<file path="config.mk">
export PLATFORM = sky130hd
export DESIGN_NAME = updown_decimal_timer_fsm_unit
export DESIGN_NICKNAME = d
export VERILOG_FILES = /design/src/hw/rtl/udt_pkg.sv /design/src/hw/rtl/udt_step.sv /design/src/hw/rtl/updown_decimal_timer_fsm_unit.sv
export VERILOG_INCLUDE_DIRS = /design/src /design/src/hw/rtl
export SDC_FILE = /design/constraint.sdc
export NUM_CORES = 1
export LEC_CHECK = 0
export BUFFER_PORTS_ARGS = -buffer_cell sky130_fd_sc_hd__buf_2
export CORE_ASPECT_RATIO = 1.4
export CORE_MARGIN = 5
export CORE_UTILIZATION = 32
export CTS_CLUSTER_DIAMETER = 100
export DETAILED_ROUTE_END_ITERATION = 16
export PLACE_DENSITY = 0.64
export SLEW_MARGIN = 25
export SYNTH_ARGS = -nofsm -noshare
export SYNTH_HDL_FRONTEND = slang
export SYNTH_HIERARCHICAL = 1
export SYNTH_SLANG_ARGS = --single-unit
</file>
<file path="constraint.sdc">
create_clock -name clk -period 4.1 [get_ports clk]
set_input_delay 0.82 -clock clk [delete_from_list [all_inputs] [get_ports clk]]
set_output_delay 0.82 -clock clk [all_outputs]
set_load 0.05 [all_outputs]
</file>
<file path="src/hw/rtl/updown_decimal_timer_fsm_unit_assert.svh">
// assertion macros for the up/down decimal timer
`ifndef UPDOWN_DECIMAL_TIMER_FSM_UNIT_ASSERT_SVH
`define UPDOWN_DECIMAL_TIMER_FSM_UNIT_ASSERT_SVH

// same-cycle implication, checked out of reset
`define UDT_ASSERT_NOW(label, ante, cons, msg) \
  label: assert property (@(posedge clk) disable iff (rst) (ante) |-> (cons)) \
    else $error(msg);

// next-cycle implication, checked out of reset
`define UDT_ASSERT_NEXT(label, ante, cons, msg) \
  label: assert property (@(posedge clk) disable iff (rst) (ante) |=> (cons)) \
    else $error(msg);

`endif

</file>
<file path="src/hw/rtl/udt_pkg.sv">
// shared types, codes and helper functions of the up/down decimal timer
`default_nettype none

package udt_pkg;

  localparam int unsigned DIGITS = 4;
  localparam logic [3:0] DIGIT_MAX   = 4'd9;
  localparam logic [3:0] DIGIT_BLANK = 4'd15;

  // key codes that act on the block
  localparam logic [3:0] KEY_RUN_PAUSE = 4'd1;
  localparam logic [3:0] KEY_CLEAR     = 4'd2;
  localparam logic [3:0] KEY_DIR       = 4'd3;

  // led patterns
  localparam logic [7:0] LED_RESET = 8'h7F;
  localparam logic [7:0] LED_RUN   = 8'h80;
  localparam logic [7:0] LED_PAUSE = 8'h00;

  localparam logic [7:0] TICKS_RESET = 8'd5;

  // mode codes as seen on the result item
  localparam logic [1:0] MODE_CODE_RUN    = 2'd0;
  localparam logic [1:0] MODE_CODE_PAUSE  = 2'd1;
  localparam logic [1:0] MODE_CODE_CLEAR  = 2'd2;
  localparam logic [1:0] MODE_CODE_UNUSED = 2'd3;

  typedef enum logic [2:0] {
    MODE_RUN   = 3'b001,
    MODE_PAUSE = 3'b010,
    MODE_CLEAR = 3'b100
  } mode_t;

  // four bcd digits, index 0 is ones, index 3 is thousands
  typedef logic [DIGITS-1:0][3:0] bcd_t;

  typedef struct packed {
    mode_t      mode;
    logic       return_mode;
    logic       down_flag;
    bcd_t       count_bcd;
    logic [3:0] last_key;
    logic [7:0] prescale_count;
    bcd_t       shown;
    logic [7:0] led_bits;
  } state_t;

  // one step of the bcd count, wrapping at 0000 and 9999
  function automatic bcd_t bcd_step(input bcd_t value, input logic down);
    bcd_t res;
    logic carry;
    res = value;
    carry = 1'b1;
    for (int i = 0; i < DIGITS; i++) begin
      if (carry) begin
        if (down) begin
          if (value[i] == 4'd0) begin
            res[i] = DIGIT_MAX;
          end else begin
            res[i] = value[i] - 4'd1;
            carry = 1'b0;
          end
        end else begin
          if (value[i] >= DIGIT_MAX) begin
            res[i] = 4'd0;
          end else begin
            res[i] = value[i] + 4'd1;
            carry = 1'b0;
          end
        end
      end
    end
    return res;
  endfunction

  // all digits set to one value
  function automatic bcd_t bcd_fill(input logic [3:0] d);
    bcd_t res;
    for (int i = 0; i < DIGITS; i++) begin
      res[i] = d;
    end
    return res;
  endfunction

  function automatic logic [1:0] mode_code(input mode_t m);
    logic [1:0] code;
    case (m)
      MODE_RUN:   code = MODE_CODE_RUN;
      MODE_PAUSE: code = MODE_CODE_PAUSE;
      MODE_CLEAR: code = MODE_CODE_CLEAR;
      default:    code = MODE_CODE_UNUSED;
    endcase
    return code;
  endfunction

endpackage

`default_nettype wire

</file>
<file path="src/hw/rtl/udt_step.sv">
// next-state logic for one item: prescaler, key edges, mode machine, bcd count
`default_nettype none

module udt_step (
  input  udt_pkg::state_t cur,
  input  logic [3:0]      key_sample,
  input  logic            base_tick,
  input  logic [7:0]      ticks_per_step,
  output udt_pkg::state_t nxt
);
  import udt_pkg::*;

  logic [7:0] limit;
  logic [7:0] pre_inc;
  logic       step;
  logic       edge_run;
  logic       edge_clear;
  logic       edge_dir;
  bcd_t       stepped;

  always_comb begin
    nxt = cur;

    // prescaler, a zero register acts as one
    limit   = (ticks_per_step == 8'd0) ? 8'd1 : ticks_per_step;
    pre_inc = cur.prescale_count + 8'd1;
    step    = 1'b0;
    if (base_tick) begin
      nxt.prescale_count = pre_inc;
      if (pre_inc >= limit) begin
        nxt.prescale_count = 8'd0;
        step = 1'b1;
      end
    end

    // key edges against the previous sample
    nxt.last_key = key_sample;
    edge_run   = (cur.last_key != KEY_RUN_PAUSE) && (key_sample == KEY_RUN_PAUSE);
    edge_clear = (cur.last_key != KEY_CLEAR) && (key_sample == KEY_CLEAR);
    edge_dir   = (cur.last_key != KEY_DIR) && (key_sample == KEY_DIR);

    if (edge_dir) begin
      nxt.down_flag = !cur.down_flag;
    end

    // mode machine on the mode held at the start of the item
    case (cur.mode)
      MODE_RUN: begin
        if (edge_run) begin
          nxt.return_mode = 1'b0;
          nxt.mode = MODE_PAUSE;
        end
        if (edge_clear) begin
          nxt.count_bcd = nxt.down_flag ? bcd_fill(4'd0) : bcd_fill(DIGIT_MAX);
          nxt.return_mode = 1'b0;
          nxt.mode = MODE_CLEAR;
        end
        nxt.led_bits = LED_RUN;
      end
      MODE_PAUSE: begin
        if (edge_run) begin
          nxt.return_mode = 1'b1;
          nxt.mode = MODE_RUN;
        end
        if (edge_clear) begin
          nxt.count_bcd = nxt.down_flag ? bcd_fill(4'd0) : bcd_fill(DIGIT_MAX);
          nxt.return_mode = 1'b1;
          nxt.mode = MODE_CLEAR;
        end
        nxt.led_bits = LED_PAUSE;
      end
      MODE_CLEAR: begin
        nxt.shown = nxt.down_flag ? bcd_fill(DIGIT_MAX) : bcd_fill(4'd0);
        nxt.mode = cur.return_mode ? MODE_PAUSE : MODE_RUN;
      end
      default: begin
      end
    endcase

    // count step, dropped unless running
    stepped = bcd_step(nxt.count_bcd, nxt.down_flag);
    if (step && (nxt.mode == MODE_RUN)) begin
      nxt.count_bcd = stepped;
      nxt.shown = stepped;
    end
  end

endmodule

`default_nettype wire

</file>
<file path="src/hw/rtl/updown_decimal_timer_fsm_unit.sv">
// Up/down four-digit decimal timer with run, pause and clear modes.
// Input channel s_*: one item per key sample, tdata = {base_tick, key_sample}.
// Output channel m_*: one result item per input item with the shown digits,
//   direction, led pattern and mode after that item.
// Config port: APB, one register ticks_per_step at byte address 0, reset 5.
// A result passes the input register, then the result register, after its
//   item is accepted. Throughput: one item per cycle while m_tready allows it; the
//   whole update is one pass of logic between the two registers.
// s_tready is high while the input register is empty or moves on, so an
//   item is taken while a finished result waits, as long as the result
//   register can be freed in the same cycle.
// When m_tready is low with a result held, the input register fills and
//   then s_tready drops; nothing is lost or repeated.
// Reset (rst, synchronous): mode running, counting down, count 0, digits
//   blank, leds 0x7F, prescaler 0, both stages empty.
`default_nettype none
`include "updown_decimal_timer_fsm_unit_assert.svh"

module updown_decimal_timer_fsm_unit (
  input  logic        clk,
  input  logic        rst,
  // input item
  input  logic        s_tvalid,
  output logic        s_tready,
  input  logic [7:0]  s_tdata,   // [3:0] key_sample, [4] base_tick, [7:5] zero
  // result item
  output logic        m_tvalid,
  input  logic        m_tready,
  output logic [31:0] m_tdata,   // [3:0] digit_thousands, [7:4] digit_hundreds,
                                 // [11:8] digit_tens, [15:12] digit_ones,
                                 // [16] counting_down, [24:17] led_pattern,
                                 // [26:25] mode_now, [31:27] zero
  // config port
  input  logic        psel,
  input  logic        penable,
  input  logic        pwrite,
  input  logic [2:0]  paddr,
  input  logic [31:0] pwdata,
  output logic [31:0] prdata,
  output logic        pready
);
  import udt_pkg::*;

  logic [7:0] ticks_per_step;
  logic       in_valid;
  logic [3:0] in_key;
  logic       in_tick;
  logic       advance;
  state_t     state;
  state_t     state_next;

  // config register
  assign pready = 1'b1;
  assign prdata = paddr[2] ? 32'd0 : {24'd0, ticks_per_step};

  always_ff @(posedge clk) begin
    if (rst) begin
      ticks_per_step <= TICKS_RESET;
    end else if (psel && penable && pwrite && pready && !paddr[2]) begin
      ticks_per_step <= pwdata[7:0];
    end
  end

  // handshake between the two stages
  assign advance  = in_valid && (!m_tvalid || m_tready);
  assign s_tready = !in_valid || advance;

  // input register
  always_ff @(posedge clk) begin
    if (rst) begin
      in_valid <= 1'b0;
    end else if (s_tready) begin
      in_valid <= s_tvalid;
    end
  end

  always_ff @(posedge clk) begin
    if (s_tvalid && s_tready) begin
      in_key  <= s_tdata[3:0];
      in_tick <= s_tdata[4];
    end
  end

  udt_step u_step (
    .cur            (state),
    .key_sample     (in_key),
    .base_tick      (in_tick),
    .ticks_per_step (ticks_per_step),
    .nxt            (state_next)
  );

  // block state
  always_ff @(posedge clk) begin
    if (rst) begin
      state.mode           <= MODE_RUN;
      state.return_mode    <= 1'b0;
      state.down_flag      <= 1'b1;
      state.count_bcd      <= bcd_fill(4'd0);
      state.last_key       <= 4'd0;
      state.prescale_count <= 8'd0;
      state.shown          <= bcd_fill(DIGIT_BLANK);
      state.led_bits       <= LED_RESET;
    end else if (advance) begin
      state <= state_next;
    end
  end

  // result register
  always_ff @(posedge clk) begin
    if (rst) begin
      m_tvalid <= 1'b0;
    end else if (advance) begin
      m_tvalid <= 1'b1;
    end else if (m_tready) begin
      m_tvalid <= 1'b0;
    end
  end

  always_ff @(posedge clk) begin
    if (advance) begin
      m_tdata <= {5'd0, mode_code(state_next.mode), state_next.led_bits,
                  state_next.down_flag, state_next.shown[0], state_next.shown[1],
                  state_next.shown[2], state_next.shown[3]};
    end
  end

  // checks
  `UDT_ASSERT_NEXT(a_clear_one_item, advance && (state.mode == MODE_CLEAR), state.mode != MODE_CLEAR, "clear mode held past one item")
  `UDT_ASSERT_NOW(a_count_bcd, 1'b1, (state.count_bcd[0] <= DIGIT_MAX) && (state.count_bcd[1] <= DIGIT_MAX) && (state.count_bcd[2] <= DIGIT_MAX) && (state.count_bcd[3] <= DIGIT_MAX), "count digit out of range")
  `UDT_ASSERT_NEXT(a_in_held, in_valid && !advance, in_valid && $stable(in_key) && $stable(in_tick), "waiting item lost")
  `UDT_ASSERT_NEXT(a_state_only_on_advance, !advance, $stable(state), "state changed without an item")

endmodule

`default_nettype wire

</file>
==> metrics.txt, run 1 <==
hold path startpoint state[31]; VDD IR max 0.190 mV; dpl hpwl 10100 µm; Top FF cell, synth dfxtp_1; ANT nets after route 0; Tcrit/Tclk final 0.963; first-pass GRT wire length roughly 23000 µm; Critical Path RT ~4.3 ns; Final Skew 0.00538 ns; Root Buffer Master clkbuf_16; placed cell area approximately 7000 µm²; cell taking the most area after synthesis dfxtp_1; met1 Usage GRT 0.138; Yosys cell types 71; async set or reset register ratio after synthesis 0; CTS buffer count 9; Synth area leaders dfxtp_1 21%, edfxtp_1 15%, mux2i_1 11%; CP endpoint kind flip-flop; cell row count 61; M3 GR Usage 0.0246; die width 130 µm; routed vias approximately 5200; worst reg2reg path startpoint in_key[0]; htree depth 3; max frequency 253 MHz; Cell Pwr Density between 300 and 400 nW/µm²; Seq/Total Area, Yosys 0.355; Final Power 2210 µW; slew of the pin with the lowest slew margin 0.866 ns; LEAKAGE 0.00282 µW; Final setup viols 0; vias per inst 4.96; GRT Max-Usage Layer met2; cts hold-fix bufs 0; area of the die 23200 µm²; RD Place Congestion 0.851; proportion of netlist area held by the largest area contributor 0.207; Mapped Area around 6500 µm²; Slew Viols, Final 0; I/O pin cnt 117; core area 19900 µm²; clock sinks 99; Startpoint Class flip-flop; MaxCap Viol Count 0; Worst-path clk slew 0.07 ns; count leader, synth nor2_1; Overflow after GRT 0; Synth Instances 735; outcome finished clean; Pre-Repair DR Iteration Count 5; NumNets Final approximately 860; gr usage total 0.121; latest clock arrival within the worst-skew pair about 0.36 ns; wire length per cell 13.6 µm; Final Hold Viols 0; fin util 0.364; die height 178 µm; DR DRC count 0; Fin Setup TNS 0 ns; initial antenna violation count 0; largest net degree at the start of global routing 60; cell area after layout ~7300 µm²; Max transition margin 0.423; synthesized area per cell 8.81 µm²; layout cell share with drive strength beyond 1 0.174; fillcell total 2047; CP Class reg -> reg; crit path DAT 4.16 ns; Tmin final 3.95 ns; routed wire length ~14000 µm; Post-synth top cells 97 x nor2_1, 73 x nand2b_1, 69 x mux2i_1; Worst Hold Class reg -> reg; Layout area overhead 12.0%; Post-synth EDFFs 32; TritonCTS clock tree done; Initial Utilization 0.325; GR Util met2 0.214; number of synthesized register bits 99; Synth Warn # 6; Worst Setup SP in_key[0]; worst-path fanout max 13; vias in the first global route 4877; diodes inserted 0; input/output buffers 57; DR iter-0 viols 370; Bufs on Longest Clock Path 2
-- power by group --
group	switching, µW	internal, µW	leakage (µW)
clock network	382	477	0.000144
registers	17.0	1040	0.000798
logic	207	92.3	0.00188
-- worst paths after layout --
check / endpoint / slack [ns] / depth (start not counted)
min: state[31] / 0.48 / 2
max: state[20] / 0.15 / 14
max reg2reg: state[20] / 0.15 / 14
min reg2reg: state[31] / 0.48 / 2
-- worst max-delay path, stage by stage (launching register included) --
cell and delay, ns:
edfxtp_1 0.39, or4b_1 0.61, or4_4 0.59, buf_4 0.22, a21oi_2 0.19, inv_1 0.08
ha_1 0.18, nand2b_1 0.18, a21o_1 0.18, and3_4 0.19, o221ai_4 0.35, mux2i_2 0.33
o22ai_1 0.13, nor2_1 0.11, mux2i_1 0.08
-- registers in the layout (all words and copies together) (netlist names) --
| register | flops |
|---|---|
| in_key | 4 |
| state | 57 |
| in_tick | 1 |
| in_valid | 1 |
| ticks_per_step | 8 |
| m_tdata | 27 |
| m_tvalid | 1 |
-- cell families (layout without fill, tap and decap cells) --
family / count (synthesis) / count (layout) / share of synthesized area
AO/OA/AOI/OAI: 143 / 143 / 0.146
AND/OR/NAND/NOR: 279 / 279 / 0.229
buffers and inverters: 111 / 141 / 0.104
adder cells (fa/ha/maj): 20 / 20 / 0.0386
other: 2 / 30 / 0.00116
multiplexers: 72 / 72 / 0.113
flip-flops: 99 / 99 / 0.355
XOR/XNOR: 9 / 9 / 0.0122
-- per-stage QoR --
stage	cells	hold WS (ns)	setup WS (ns)
floorplan	763	0.447	0.0517
global placement	1027	0.459	0.0543
detailed placement	1027	0.469	-0.00872
CTS	1045	0.481	0.00618
global route	1045	0.513	-0.00529
finish	1045	0.479	0.150
-- what timing repair did --
action                                  CTS  global route
pin swaps                                 1             1
buffers inserted                          2             0
resized for setup                         0             9
endpoints found under the setup margin    2            25
-- per-layer routing --
metal | up-vias | wire length [µm]
met2 | 131 | 7420
met3 | 22 | 673
met5 | - | 0
met4 | 0 | 324
li1 | 2608 | -
met1 | 2420 | 5790
-- layout by cell type (no fill, tap or decap), types with 3 or more instances in the layout --
| master | instances |
|---|---|
| nor2_1 | 97 |
| o21bai_1 | 3 |
| dfxtp_1 | 67 |
| clkbuf_16 | 9 |
| inv_1 | 33 |
| a21oi_1 | 25 |
| xnor2_1 | 6 |
| edfxtp_1 | 32 |
| nor4b_1 | 4 |
| xor2_1 | 3 |
| a31o_2 | 3 |
| ha_1 | 20 |
| o221ai_1 | 3 |
| o21a_1 | 5 |
| nand3_1 | 15 |
| conb_1 | 30 |
| buf_2 | 57 |
| a21o_1 | 6 |
| or4_4 | 3 |
| nor3_1 | 12 |
| o22ai_1 | 6 |
| mux2i_1 | 67 |
| nand3b_1 | 3 |
| a31oi_1 | 11 |
| o21ai_0 | 43 |
| nand2b_1 | 73 |
| buf_4 | 35 |
| nand2_1 | 26 |
| o31ai_1 | 5 |
| or3_1 | 3 |
| nand4_1 | 3 |
| a211oi_1 | 6 |
| nor2b_1 | 16 |
| o2bb2ai_1 | 3 |
-- layout make-up --
class	instances	area [µm²]	share of cell area
multi-input cells	553	3670	0.506
flip-flops and latches	99	2300	0.317
repair buffers	92	548	0.0755
well taps	252	315	0.0434
clock buffers	11	233	0.0321
inverters	33	124	0.0171
clock inverters	5	61.3	0.00845
(Power assumes the default switching activity.)
==> run 2, diff against run 1 <==
--- a/config.mk
+++ b/config.mk
@@ -6,6 +6,7 @@
 export SDC_FILE = /design/constraint.sdc
 export NUM_CORES = 1
 export LEC_CHECK = 0
+export ABC_AREA = 1
 export BUFFER_PORTS_ARGS = -buffer_cell sky130_fd_sc_hd__buf_2
 export CORE_ASPECT_RATIO = 1.4
 export CORE_MARGIN = 5
==> run 2 against run 1 <==
  * Core utilization down 1.1 points
  * Flip-flop and latch count did not move
  * Worst hold slack got worse by 0.018 ns
  * Largest power group unchanged
  * Register-to-register slack improved by 0.68 ns
  * Synthesized cell count grew 24%
  * Setup slack improved by 0.68 ns
  * Sequential share of layout area increased by 2.1 points
  * Global-route usage is 0.18 points higher
  * Clock skew rose by 0.0019 ns
  * First-iteration DRC count down 5.9%
  * Sequential power is 9% higher
==> metrics.txt, run 2 <==
CTS buffer count 9; ANT nets after route 0; Root Buffer Master clkbuf_16; Mapped Area 6300 µm²; CTS resizes 0; async set or reset register ratio after synthesis 0; vias in the first global route 5172; RD Place Congestion around 0.9; die height 176 µm; count leader, synth nand2_1; Seq/Total Area, Yosys 0.365; cell area after layout 6810 µm²; slew of the pin with the lowest slew margin ~0.9 ns; dpl hpwl 9560 µm; I/O pin cnt 117; core area 19300 µm²; Overflow after GRT 0; Cell Pwr Density 393 nW/µm²; biggest regs state: 57 flops, m_tdata: 27 flops, ticks_per_step: 8 flops; clock sinks 99; number of synthesized register bits between 90 and 100; Worst Hold Class reg -> reg; Tcrit/Tclk final 0.797; Bufs on Longest Clock Path 2; DR DRC count 0; commonest non-fill, non-tap cell in the layout nand2_1; vias per inst 4.66; latest clock arrival within the worst-skew pair 0.34 ns; Post-synth EDFFs 32; placed cell area around 6500 µm²; Crit-path slowest cell nor2_4; gr usage total 0.123; wire length per cell 11.7 µm; die width 129 µm; LEAKAGE 0.00344 µW; commonest non-fill, non-tap cells in the layout 223 x nand2_1, 143 x nand3_1, 120 x nor2_1; input/output buffers 57; Final Power 2670 µW; cell row count 60; worst-path fanout max 19; max frequency 306 MHz; Critical Path RT 4.38 ns; cell taking the most area after synthesis dfxtp_1; Synth Warn # 6; Synth area leaders dfxtp_1 21%, edfxtp_1 15%, nand2_1 13%; crit path DAT 3.55 ns; RSZ-0062 raised after global routing false; CP Class reg -> reg; routed wire length 13900 µm; Initial Utilization 0.327; Critical Path Max Stage Delay 0.46 ns; Slew Viols, Final 0; Yosys cell types 40; diodes inserted 0; VDD IR max 0.172 mV; Final Hold Viols 0; Startpoint Class flip-flop; NumNets Final around 1000; Final Skew 0.00723 ns; largest net degree at the start of global routing 60; first-pass GRT wire length approximately 23000 µm; max FFs per register 57; outcome finished clean; htree depth 3; Max transition margin 0.394; Worst Setup Slack, final 0.832 ns; Worst-path clk slew ~0.06 ns; synthesized area per cell 6.92 µm²; post-CTS setup buffers 0; dpl ws 0.857 ns; Tmin final 3.27 ns; cts hold-fix bufs 0; most flop-heavy register state; layout cell share with drive strength beyond 1 0.124; Final setup viols 0; CP endpoint kind flip-flop; routed vias 5567; fillcell total between 2000 and 2500; CP cell instances ha_1, nand3_1, nor3_1, xor2_1, ha_1, nand2_1, nor2_1, nand4_1, nand3_1, nand2_1, nor2_4, o21ai_0, o21ai_0, inv_1, nand3_1, nand2_1, nor2_1; proportion of netlist area held by the largest area contributor 0.213; Layout area overhead 8.16%; Pre-Repair DR Iteration Count 6; DR iter-0 viols 348; Fin Setup TNS 0 ns; TritonCTS clock tree done; Top FF cell, synth dfxtp_1; Synth Instances approximately 910; MaxCap Viol Count 0; area of the die approximately 23000 µm²; Post-synth top cells 223 x nand2_1, 143 x nand3_1, 120 x nor2_1; initial antenna violation count 0
## run 2: cell count changes after synthesis, moves of 17 or more
cell,before,now
nand2_1,26,223
nor2b_1,17,0
inv_1,33,115
mux2i_1,69,0
nor2_1,97,120
nand2b_1,73,0
nand3_1,15,143
## run 2: final timing paths
kind,start,end,slack [ns],cells past startpoint
max reg2reg,state[24],state[37],0.83,17
min,state[19],state[19],0.46,2
min reg2reg,state[19],state[19],0.46,2
max,state[24],state[37],0.83,17
## run 2: area by class of cell
| type | count | area, µm² | share of cell area |
|---|---|---|---|
| multi-input combinational | 645 | 3120 | 0.458 |
| clock buffer | 12 | 246 | 0.0362 |
| clock inverter | 4 | 25.0 | 0.00367 |
| timing repair buffer | 65 | 345 | 0.0507 |
| sequential | 99 | 2300 | 0.338 |
| tap | 248 | 310 | 0.0455 |
| inverter | 122 | 460 | 0.0676 |
## run 2: routing by layer
layer	track usage	up-vias	part of all wire
met3	0.0203	21	0.053
met5	0	-	0
met1	0.144	2541	0.42
met2	0.221	130	0.51
met4	0.0490	0	0.018
li1	-	2875	-
## run 2: per-stage QoR
| stage | util | instances | hold slack, ns |
|---|---|---|---|
| 2_1_floorplan | - | 939 | 0.429 |
| 3_3_place_gp | 0.339 | 1179 | 0.438 |
| 3_5_place_dp | 0.339 | 1179 | 0.447 |
| 4_1_cts | 0.353 | 1195 | 0.465 |
| 5_1_grt | 0.353 | 1195 | 0.494 |
| 6_report | 0.353 | 1195 | 0.461 |
## run 2: critical path, delay by kind of cell, from the launching register on
| kind | cells | cell delay, ns |
|---|---|---|
| AO/OA/AOI/OAI | 2 | 0.48 |
| buffers and inverters | 1 | 0.06 |
| XOR/XNOR | 1 | 0.14 |
| flip-flops | 1 | 0.41 |
| AND/OR/NAND/NOR | 11 | 1.59 |
| adder cells (fa/ha/maj) | 2 | 0.52 |
## run 2: report_power, final
group	total (µW)	internal, µW	switching [µW]
Clock	791	428	363
Combinational	746	210	535
Sequential	1140	1100	39.9
## run 2: cell families after synthesis
kind of cell    after synthesis  synth area share
flops                        99             0.365
simple gates                528             0.372
buf+inv                     195             0.156
xor+xnor                     12            0.0167
other cells                   2           0.00119
fa+ha+maj                    20            0.0397
compound gates               55            0.0495
==> run 3, diff against run 2 <==
--- a/config.mk
+++ b/config.mk
@@ -6,14 +6,14 @@
 export SDC_FILE = /design/constraint.sdc
 export NUM_CORES = 1
 export LEC_CHECK = 0
-export ABC_AREA = 1
+export ABC_AREA = 0
 export BUFFER_PORTS_ARGS = -buffer_cell sky130_fd_sc_hd__buf_2
 export CORE_ASPECT_RATIO = 1.4
 export CORE_MARGIN = 5
 export CORE_UTILIZATION = 32
 export CTS_CLUSTER_DIAMETER = 100
 export DETAILED_ROUTE_END_ITERATION = 16
-export PLACE_DENSITY = 0.64
+export PLACE_DENSITY = 0.62
 export SLEW_MARGIN = 25
 export SYNTH_ARGS = -nofsm -noshare
 export SYNTH_HDL_FRONTEND = slang
==> constraint.sdc (replaced) <==
create_clock -name clk -period 3.3 [get_ports clk]
set_input_delay 0.66 -clock clk [delete_from_list [all_inputs] [get_ports clk]]
set_output_delay 0.66 -clock clk [all_outputs]
set_load 0.05 [all_outputs]
==> run 3 against run 2 <==
  * The flow now finishes with violations (setup timing)
  * Setup slack got worse by 1.2 ns
  * Core utilization rose by 6.3 points
  * Cell count fell by 6.1%
  * Power rose by 4.4%
  * Combinational power fell by 42%
  * Largest power group unchanged
  * Highest routed layer unchanged
==> metrics.txt, run 3 (same netlist as run 1, synthesis figures left out) <==
Initial Utilization 0.325; Worst-path clk slew 0.07 ns; latest clock arrival within the worst-skew pair 0.36 ns; Critical Path RT 3.59 ns; area of the die 23200 µm²; htree depth 3; layout cell share with drive strength beyond 1 0.313; vias in the first global route 5271; crit path DAT 3.98 ns; Layout area overhead 28.1%; fin util 0.417; worst-path fanout max 8; RSZ-0062 raised after global routing true; Worst Hold Class in -> reg; I/O pin cnt approximately 120; initial antenna violation count 0; Worst Setup SP in_key[3]; placed cell area 7500 µm²; Root Buffer Master clkbuf_16; wire length per cell around 14 µm; Pre-Repair DR Iteration Count 5; commonest non-fill, non-tap cell in the layout buf_4; outcome complete, but fails checks; Bufs on Longest Clock Path 2; VDD IR max between 0.2 and 0.25 mV; clock sinks between 90 and 100; Final Skew approximately 0.0070 ns; max FFs per register 57; vias per inst 4.89; commonest non-fill, non-tap cells in the layout 96 x buf_4, 93 x nor2_1, 71 x nand2b_1; LEAKAGE roughly 0.0033 µW; slew of the pin with the lowest slew margin 0.750 ns; routed wire length 15400 µm; MaxCap Viol Count 0; fillcell total 1947; die height ~180 µm; max frequency 271 MHz; Non-Filler Instances 1122; die width 130 µm; Startpoint Class flip-flop; Tmin final around 3.7 ns; Cell Pwr Density 337 nW/µm²; first-pass GRT wire length 24800 µm; Final setup viols 40; TritonCTS clock tree done; Final Hold Viols 0; Placed Cells incl. Taps about 1100; dpl hpwl 10600 µm; largest net degree at the start of global routing roughly 130; hold path startpoint s_tdata[4]; Worst Setup Slack, final -0.392 ns; worst reg2reg path startpoint in_key[3]; ANT nets after route 0; DR iter-0 viols 322; CP endpoint kind flip-flop; Slew Viols, Final 0; routed vias 5484; Overflow after GRT 0; gr usage total 0.132; cell row count 61; CP Class reg -> reg; input/output buffers 57; NumNets Final 935; diodes inserted 0; cell area after layout just over 8000 µm²; Tcrit/Tclk final 1.12; most flop-heavy register state; RD Place Congestion 0.848; core area 19900 µm²; DR DRC count 0; Max transition margin 0.500; failing checks setup timing; CTS buffer count 9; biggest regs state: 57 flops, m_tdata: 27 flops, ticks_per_step: 8 flops
[run 3: cell count changes in the layout (fill, tap and decap cells not counted), moves of 8 or more]
cell / previous run / this run
mux2i_1: 0 / 67
nand2b_1: 0 / 71
nor2b_1: 0 / 16
nand3_1: 143 / 14
nor2_1: 120 / 93
buf_4: 8 / 96
o21ai_2: 2 / 10
a31oi_1: 0 / 10
inv_1: 114 / 31
nand2_1: 223 / 23
buf_6: 0 / 12
xor2_1: 11 / 3
[run 3: final cells by class]
class	instances	area, µm²	share of cell area
clock buffers	12	258	0.0311
clock inverters	4	31.3	0.00377
inverters	33	124	0.0149
multi-input cells	553	4030	0.485
flip-flops and latches	99	2310	0.278
well taps	252	315	0.0380
repair buffers	169	1230	0.148
[run 3: repair_timing]
item,in CTS,in global routing
endpoints found under the setup margin,46,47
setup buffers,13,8
pin swaps,23,21
hold buffers,0,0
gates resized for setup,50,42
[run 3: power breakdown]
group	switching [µW]	internal [µW]	leakage, µW
Clock	492	565	0.000139
Combinational	280	153	0.00237
Sequential	15.7	1290	0.000800
Total	788	2000	0.00331
[run 3: critical path: stages (launching register included)]
cell	delay (ns)
edfxtp_1	0.38
or4b_4	0.57
or4_4	0.54
buf_12	0.17
nor2_4	0.21
buf_6	0.15
a21oi_4	0.04
inv_2	0.09
ha_4	0.13
nand2b_4	0.13
a21o_1	0.10
and3_4	0.19
o221ai_4	0.14
or4_4	0.48
nand3_4	0.11
nor2_1	0.05
mux2i_1	0.14
[run 3: path summary, 6_finish.rpt]
path	slack, ns	to	cells past startpoint
worst max-delay path	-0.39	state[22]	16
worst min-delay path	0.47	in_tick	1
worst max register to register	-0.39	state[22]	16
worst min register to register	0.47	state[31]	2
[run 3: stage by stage]
step	setup slack [ns]	hold slack [ns]	setup TNS, ns	power [µW]
after global placement	-0.512	0.459	-14.35	1740
after global routing	-0.573	0.463	-15.66	2890
after CTS	-0.381	0.459	-9.81	2810
final	-0.392	0.470	-9.22	2790
after detailed placement	-0.537	0.465	-15.74	1740
after floorplan	-0.456	0.447	-11.37	1680
[run 3: per-layer routing]
metal,vias up,part of all wire,GRT usage
li1,2773,-,-
met1,2574,0.40,0.148
met2,108,0.54,0.244
met3,29,0.036,0.0222
met4,0,0.027,0.0511
met5,-,0,0
